$ cat config.mk
export PLATFORM = sky130hd
export DESIGN_NAME = ppte_alu
export DESIGN_NICKNAME = d
export VERILOG_FILES = /design/src/design/ppte_pkg.sv /design/src/design/ppte_alu.sv
export SDC_FILE = /design/constraint.sdc
export NUM_CORES = 2
export LEC_CHECK = 0
export BUFFER_PORTS_ARGS = -buffer_cell sky130_fd_sc_hd__buf_2
export CORE_MARGIN = 2
export CORE_UTILIZATION = 35
export DETAILED_ROUTE_END_ITERATION = 8
export PLACE_DENSITY = 0.61
export SETUP_SLACK_MARGIN = 0.05
export SLEW_MARGIN = 20
export SYNTH_ARGS = -nofsm -noshare
export SYNTH_HDL_FRONTEND = slang
export SYNTH_SLANG_ARGS = --single-unit
export TNS_END_PERCENT = 30
$ cat constraint.sdc
create_clock -name clk -period 7.7 [get_ports clk]
set_input_delay 0.385 -clock clk [delete_from_list [all_inputs] [get_ports clk]]
set_output_delay 0.385 -clock clk [all_outputs]
set_load 0.05 [all_outputs]
$ cat src/design/ppte_pkg.sv
// ----------------------------------------------------------------------------
// ppte_pkg
// types, codes and constants of the trajectory evaluator
// ----------------------------------------------------------------------------
package ppte_pkg;

	localparam int DATA_W   = 48;
	localparam int TIME_W   = 32;
	localparam int CHUNK_W  = 16;
	localparam int OUT_AXES = 3;
	localparam int SEG_W    = 4;
	localparam int CFG_W    = 5;

	localparam logic [1:0] FUNC_LOAD_DUR  = 2'd0;
	localparam logic [1:0] FUNC_LOAD_COEF = 2'd1;
	localparam logic [1:0] FUNC_QUERY     = 2'd2;

	localparam logic signed [DATA_W-1:0] SAT_MAX = 48'sh7FFF_FFFF_FFFF;
	localparam logic signed [DATA_W-1:0] SAT_MIN = 48'sh8000_0000_0000;

	typedef enum logic [3:0] {
		ST_IDLE,
		ST_S_RD,
		ST_S_CMP,
		ST_C_RD,
		ST_C_LD,
		ST_W_MUL,
		ST_W_ACC,
		ST_W_FIN,
		ST_T_MUL_LO,
		ST_T_RND,
		ST_T_MUL_HI,
		ST_T_ADD,
		ST_T_FIN,
		ST_DONE
	} seq_state_t;

	typedef enum logic [2:0] {
		ALU_NOP,
		ALU_LOAD,
		ALU_MUL,
		ALU_SHADD,
		ALU_RND,
		ALU_ADD
	} alu_op_t;

	typedef struct packed {
		alu_op_t                   op;
		logic [CHUNK_W-1:0]        mul_b;
		logic signed [DATA_W-1:0]  ld_val;
		logic signed [DATA_W-1:0]  add_val;
	} alu_ctl_t;

	// falling factorial j!/(j-d)!
	function automatic logic [63:0] fall_fact(input int j, input int d);
		logic [63:0] w;
		w = 64'd1;
		for (int i = 0; i < d; i++)
			w = w * 64'(j - i);
		return w;
	endfunction

endpackage

$ cat src/design/ppte_alu.sv
// ----------------------------------------------------------------------------
// ppte_alu
// shared 48x16 magnitude multiplier with accumulator and saturation
// ----------------------------------------------------------------------------
module ppte_alu (
	input  logic                              clk,
	input  ppte_pkg::alu_ctl_t                ctl,
	output logic signed [ppte_pkg::DATA_W-1:0] sat_val,
	output logic signed [ppte_pkg::DATA_W-1:0] sum_val
);
	import ppte_pkg::*;

	localparam logic [64:0] NEG_LIM = 65'h0_8000_0000_0000;
	localparam logic [64:0] POS_LIM = 65'h0_7FFF_FFFF_FFFF;

	logic              neg_q;
	logic [DATA_W-1:0] mag_q;
	logic [63:0]       prod_q;
	logic [64:0]       acc_q;
	logic              ovf_q;
	logic signed [DATA_W:0] sum_w;

	always_ff @(posedge clk) begin
		unique case (ctl.op)
			ALU_NOP: begin
			end
			ALU_LOAD: begin
				neg_q <= ctl.ld_val[DATA_W-1];
				mag_q <= ctl.ld_val[DATA_W-1] ? DATA_W'(-ctl.ld_val) : DATA_W'(ctl.ld_val);
				acc_q <= '0;
				ovf_q <= 1'b0;
			end
			ALU_MUL: begin
				prod_q <= 64'(mag_q) * 64'(ctl.mul_b);
			end
			ALU_SHADD: begin
				ovf_q <= ovf_q | (acc_q[64:48] != '0);
				acc_q <= {1'b0, acc_q[47:0], 16'b0} + {1'b0, prod_q};
			end
			ALU_RND: begin
				acc_q <= ({1'b0, prod_q} + 65'h8000) >> CHUNK_W;
			end
			ALU_ADD: begin
				acc_q <= acc_q + {1'b0, prod_q};
			end
		endcase
	end

	always_comb begin
		if (neg_q) begin
			if (ovf_q || acc_q > NEG_LIM)
				sat_val = SAT_MIN;
			else
				sat_val = -$signed(acc_q[DATA_W-1:0]);
		end else begin
			if (ovf_q || acc_q > POS_LIM)
				sat_val = SAT_MAX;
			else
				sat_val = $signed(acc_q[DATA_W-1:0]);
		end
	end

	always_comb begin
		sum_w = (DATA_W+1)'(sat_val) + (DATA_W+1)'(ctl.add_val);
		if (sum_w > (DATA_W+1)'(SAT_MAX))
			sum_val = SAT_MAX;
		else if (sum_w < (DATA_W+1)'(SAT_MIN))
			sum_val = SAT_MIN;
		else
			sum_val = sum_w[DATA_W-1:0];
	end

endmodule

# == After elaboration in Yosys (flattened, before gate mapping) ==
# Cells that the tools add are included.
# word_totals
ff_bits,179
input_bits,116
elab_cells,36
# op_classes
addsub,6
multipliers,1
magnitude_cmp,4
eq_ne,5
mux,8
bitwise,1
reduce_logical,5
# op_table
cell,count
case mux 65 bit (4 select lines),1
2-to-1 mux 48 bit,5
negation 48 bit,2
adder 64 x 16 -> 65 bit (second input constant),1
adder 64 x 64 -> 65 bit,1
adder 65 x 64 -> 65 bit,1
> comparator 65 x 47 -> 1 bit (second input constant),1
> comparator 65 x 48 -> 1 bit (second input constant),1
multiplier 48 x 16 -> 64 bit,1
adder 48 x 48 -> 49 bit,1
> comparator 49 x 48 -> 1 bit (second input constant),1
less-than comparator 49 x 48 -> 1 bit (second input constant),1
2-to-1 mux 47 bit,1
nonzero test 17 bit,1
== test 3 x 2 -> 1 bit (second input constant),2
== test 3 bit (second input constant),2
nonzero test 4 bit,1
== test 3 x 1 -> 1 bit (second input constant),1
logical OR 1 bit,2
case mux 1 bit (2 select lines),1
nonzero test 2 bit,1
OR 1 bit,1

# == Logic depth before layout (Yosys ltp) ==
# depth
depth_word,8
depth_mapped,27
mapped_depth_nobuf,24

# == Worst setup path before layout ==
# OpenSTA, ideal clock, no wires.
# synth_path
path_kind,reg-to-output
startpoint,reg acc_q[1]
endpoint,out sum_val[5] (netlist name)
t_arrival_ns,7.424
required_ns,7.315
setup_slack_ns,-0.109
path_stages_with_launch,26
n_path_buf,3
path_cell_list,edfxtp_1 -> inv_1 -> ha_1 -> nand2_1 -> nor4_1 -> nand2_1 -> nor4_2 -> nand2_1 -> o41ai_4 -> nand2_1 -> clkbuf_1 -> a21o_1 -> a21oi_1 -> ha_1 -> clkbuf_1 -> a21oi_1 -> o21ai_0 -> a211oi_1 -> o21ai_0 -> a21oi_1 -> o21ai_1 -> a31oi_1 -> xnor2_1 -> nor2_1 -> clkbuf_1 -> o31ai_1
# synth_via
elab_chain_len,8
word_cells_on_any_way,13
# synth_lines
item,line_no,text
from (decl),ppte_alu.sv:19,logic [64:0] acc_q;
from (signal assigned),ppte_alu.sv:38,"acc_q <= {1'b0, acc_q[47:0], 16'b0} + {1'b0, prod_q};"
from (signal assigned),ppte_alu.sv:41,"acc_q <= ({1'b0, prod_q} + 65'h8000) >> CHUNK_W;"
from (signal assigned),ppte_alu.sv:44,"acc_q <= acc_q + {1'b0, prod_q};"
> comparator 65 x 47 -> 1 bit / > comparator 65 x 48 -> 1 bit (equally long branches),"ppte_alu.sv:56, ppte_alu.sv:51",
logical OR 1 bit (on tied branches),"ppte_alu.sv:56, ppte_alu.sv:51",
2-to-1 mux 48 bit (on tied branches),"ppte_alu.sv:56, ppte_alu.sv:51",
2-to-1 mux 48 bit (*),ppte_alu.sv:50,if (neg_q) begin
"net sat_val, one bit",ppte_alu.sv:8,"output logic signed [ppte_pkg::DATA_W-1:0] sat_val,"
adder 48 x 48 -> 49 bit (*),ppte_alu.sv:64,sum_w = (DATA_W+1)'(sat_val) + (DATA_W+1)'(ctl.add_val);
less-than comparator 49 x 48 -> 1 bit,ppte_alu.sv:67,else if (sum_w < (DATA_W+1)'(SAT_MIN))
2-to-1 mux 48 bit,ppte_alu.sv:67,
2-to-1 mux 48 bit (*),ppte_alu.sv:65,if (sum_w > (DATA_W+1)'(SAT_MAX))
to (decl),ppte_alu.sv:9,output logic signed [ppte_pkg::DATA_W-1:0] sum_val
# The timed path passes the listed nets; every way through them passes the cells marked *.

# == Worst setup path after layout ==
# layout_path
startpoint,reg mag_q[10]
endpoint,"reg prod_q[60], data pin"
# layout_via
elab_chain_len,1
# layout_lines
item,line_no,text
from (decl),ppte_alu.sv:17,logic [DATA_W-1:0] mag_q;
from (signal assigned),ppte_alu.sv:29,mag_q <= ctl.ld_val[DATA_W-1] ? DATA_W'(-ctl.ld_val) : DATA_W'(ctl.ld_val);
multiplier 48 x 16 -> 64 bit,ppte_alu.sv:34,prod_q <= 64'(mag_q) * 64'(ctl.mul_b);
to (signal assigned),ppte_alu.sv:34,
to (decl),ppte_alu.sv:18,logic [63:0] prod_q;
# No other way between the ends.
# A chain may end at the register's enable or synchronous reset.

==> impl_metrics.toml <==
[outcome]
status = "complete, no violations"

[place]
gp_congestion = 0.963
dp.cells = 6762
portBuffers = 211
place_ws_ns = 0.174
place_hpwl_um = 107000

[timing]
final_hold_viol_count = 0
rsz0062_at_grt = "yes"
post-route-period-util_pct = 96.2
finalWorstSetupSlack_ns = 0.294
fin_tns_setup_ns = 0
fmax_mhz = 135
finClkSkew_ns = 0.0279
slew_headroom_pct = 33.3
slew_violations = 0
setup_viol = 0
fin_crit_ns = 7.41
tightest_slew_ns = 1.00

[yosys]
ys_warn_count = 0
async_flop_share_pct = 0
synth-main-ff-cell = "edfxtp_1"
ys_seq_area_share_pct = 12.7
synth_area_leaders = "fa_1 31%, edfxtp_1 13%, ha_1 8.9%, nand2_1 7.0%, inv_1 6.0%"
synth_edf_count = 179
synth_seq_cells = 179
syn_inst = 4973
ys_types = 79
synth_top_area_share_pct = 30.6
netlist_area_um2 = 42200
syn_nets = 6034
syn_avg_cell_area_um2 = 8.49
yosys.area.top_type = "fa_1"

[setup_path]
worstSetupPathType = "flip-flop to flip-flop"
path_max_fanout = 12
setup.worst_path.end_class = "flip-flop"
worstPathArrival_ns = 7.63
critPathLaunchType = "flip-flop"
worstPathRequired_ns = 7.93

[route]
drt-vias-per-instance = 5.42
drt-wirelength-per-cell_um = 19.4
first_pass_iters = 8
post-route-drc-count = 0
drtIter0Drc = 2949
ant_nets = 0
dr_total_vias = 37000
finalWirelength_um = 133000

[floorplan]
core_area_um2 = 120000
fp.dieW_um = 351
start_util_pct = 35.2
fp.dieArea_um2 = 123000
ios = 212
rows = 127
die_h_um = 351

[clock_network]
clockBufferDepth = 2
tritoncts = "built"
cts_sinks = 179
htreeDepth = 4
cts.reportedPaths.clkPinSlew_ns = 0.07
cts_buffers = 17
clkLatencyLatePin_ns = 0.51
cts_root_buf = "clkbuf_16"

[finish]
fillers = 12200
num-nets-final = 6270
area_growth_pct = 11.9
fin_util_pct = 39.4
antenna_cells = 0
layout-drive-gt1-share_pct = 10.4
stdcell_count = 6834

[hold_path]
holdCritPathClass = "input port to flip-flop"

[global_routing]
antenna_found_initial = 2
grt_max_degree = 66
grt_usage_pct = 21.4
grt_pass1_wl_um = 207000
grt_pass1_vias = 37000
overflow = 0

[flow_run]
drv_cap = 0
## synth_stat cells (10+ instances only)
cell,number
a21oi_1,316
xor2_1,101
a21o_1,153
xnor2_1,192
o21bai_1,44
a22oi_1,25
nand3_1,84
nor3_1,63
and2_1,230
and3_1,31
ha_1,300
o22ai_1,41
or4_1,12
nand2_1,784
a31oi_1,31
a41oi_1,11
o41ai_1,10
o21a_1,25
edfxtp_1,179
or2_2,14
or3_1,29
nor4_1,23
inv_1,674
fa_1,645
nand2b_1,22
o21ai_0,204
a211oi_1,22
o211ai_1,18
o31ai_1,22
clkbuf_1,240
nor2_1,179
nand4_1,67
nor2b_1,17
o221ai_1,15
## sequential cells by signal (all words and copies together) (netlist names)
signal  cells
acc_q      65
prod_q     64
mag_q      48
neg_q       1
ovf_q       1
## per-stage QoR
step           cell area (µm²)  hold WS [ns]
2_1_floorplan            42200         0.484
3_3_place_gp             46200         0.562
3_5_place_dp             46200         0.573
4_1_cts                  46800         0.101
5_1_grt                  47300         0.125
6_report                 47300         0.129
## what timing repair did
action                                  4_1_cts  5_1_grt
resized for setup                             1       12
endpoints found under the setup margin       25       50
gates cloned                                  0        1
hold buffers                                  0        0
setup buffers                                 0       39
hold endpoints to repair                      0        0
pin swaps                                     0        2
## layout make-up
class / instances / area [µm²] / share of cell area [%]
sequential: 179 / 5380 / 11.4
clock inverter: 15 / 181 / 0.384
multi-input combinational: 3878 / 33500 / 70.9
timing repair buffer: 459 / 3220 / 6.81
tap: 1612 / 2020 / 4.27
clock buffer: 17 / 425 / 0.900
inverter: 674 / 2530 / 5.35
## kinds of logic after synthesis
logic type	synth area share [%]
simple gates	17.9
compound gates	15.3
fa+ha+maj	39.6
buf+inv	8.15
xor+xnor	6.08
flops	12.7
mux	0.213
## layer usage
metal / vias up / track usage (%) / share of wire, %
met3: 197 / 3.64 / 9.1
met5: - / 0 / 0.0083
met1: 18300 / 30.0 / 44
met4: 2 / 5.59 / 2.3
li1: 16900 / - / -
met2: 1587 / 34.2 / 45
## critical path, cell delays in order (launching register included)
cell	delay [ns]
edfxtp_1	0.74
buf_4	0.26
nand2_1	0.08
fa_1	0.52
inv_1	0.06
fa_1	0.50
fa_1	0.54
fa_1	0.52
fa_1	0.52
fa_1	0.52
ha_1	0.37
nand4_1	0.18
nor3_1	0.27
nand2_1	0.11
nor3_1	0.34
o31ai_1	0.13
buf_4	0.16
o211ai_1	0.20
nand2_1	0.12
or4_1	0.60
a31o_2	0.27
xnor2_1	0.14
## path summary, 6_finish.rpt
check | end | cells after the start | startpoint | slack, ns
hold / removal | mag_q[0] | 1 | ctl[48] | 0.13
hold reg to reg | acc_q[12] | 1 | prod_q[12] | 0.60
setup reg to reg | prod_q[60] | 21 | mag_q[10] | 0.29
setup / recovery | prod_q[60] | 21 | mag_q[10] | 0.29
## cell usage in the layout (no fill, tap or decap), types with 29 or more instances in the layout
master      n
nand2_1   782
inv_1     674
fa_1      645
a21oi_1   312
ha_1      300
and2_1    230
buf_4     224
buf_2     211
o21ai_0   203
xnor2_1   191
edfxtp_1  179
nor2_1    177
a21o_1    153
xor2_1    101
nand3_1    84
nand4_1    67
nor3_1     61
o21bai_1   44
o22ai_1    41
a31oi_1    31
and3_1     31
or3_1      29
Power is left out: the tool's default activity adds up to more than one toggle a clock period on the data nets, which glitch-free logic cannot reach.
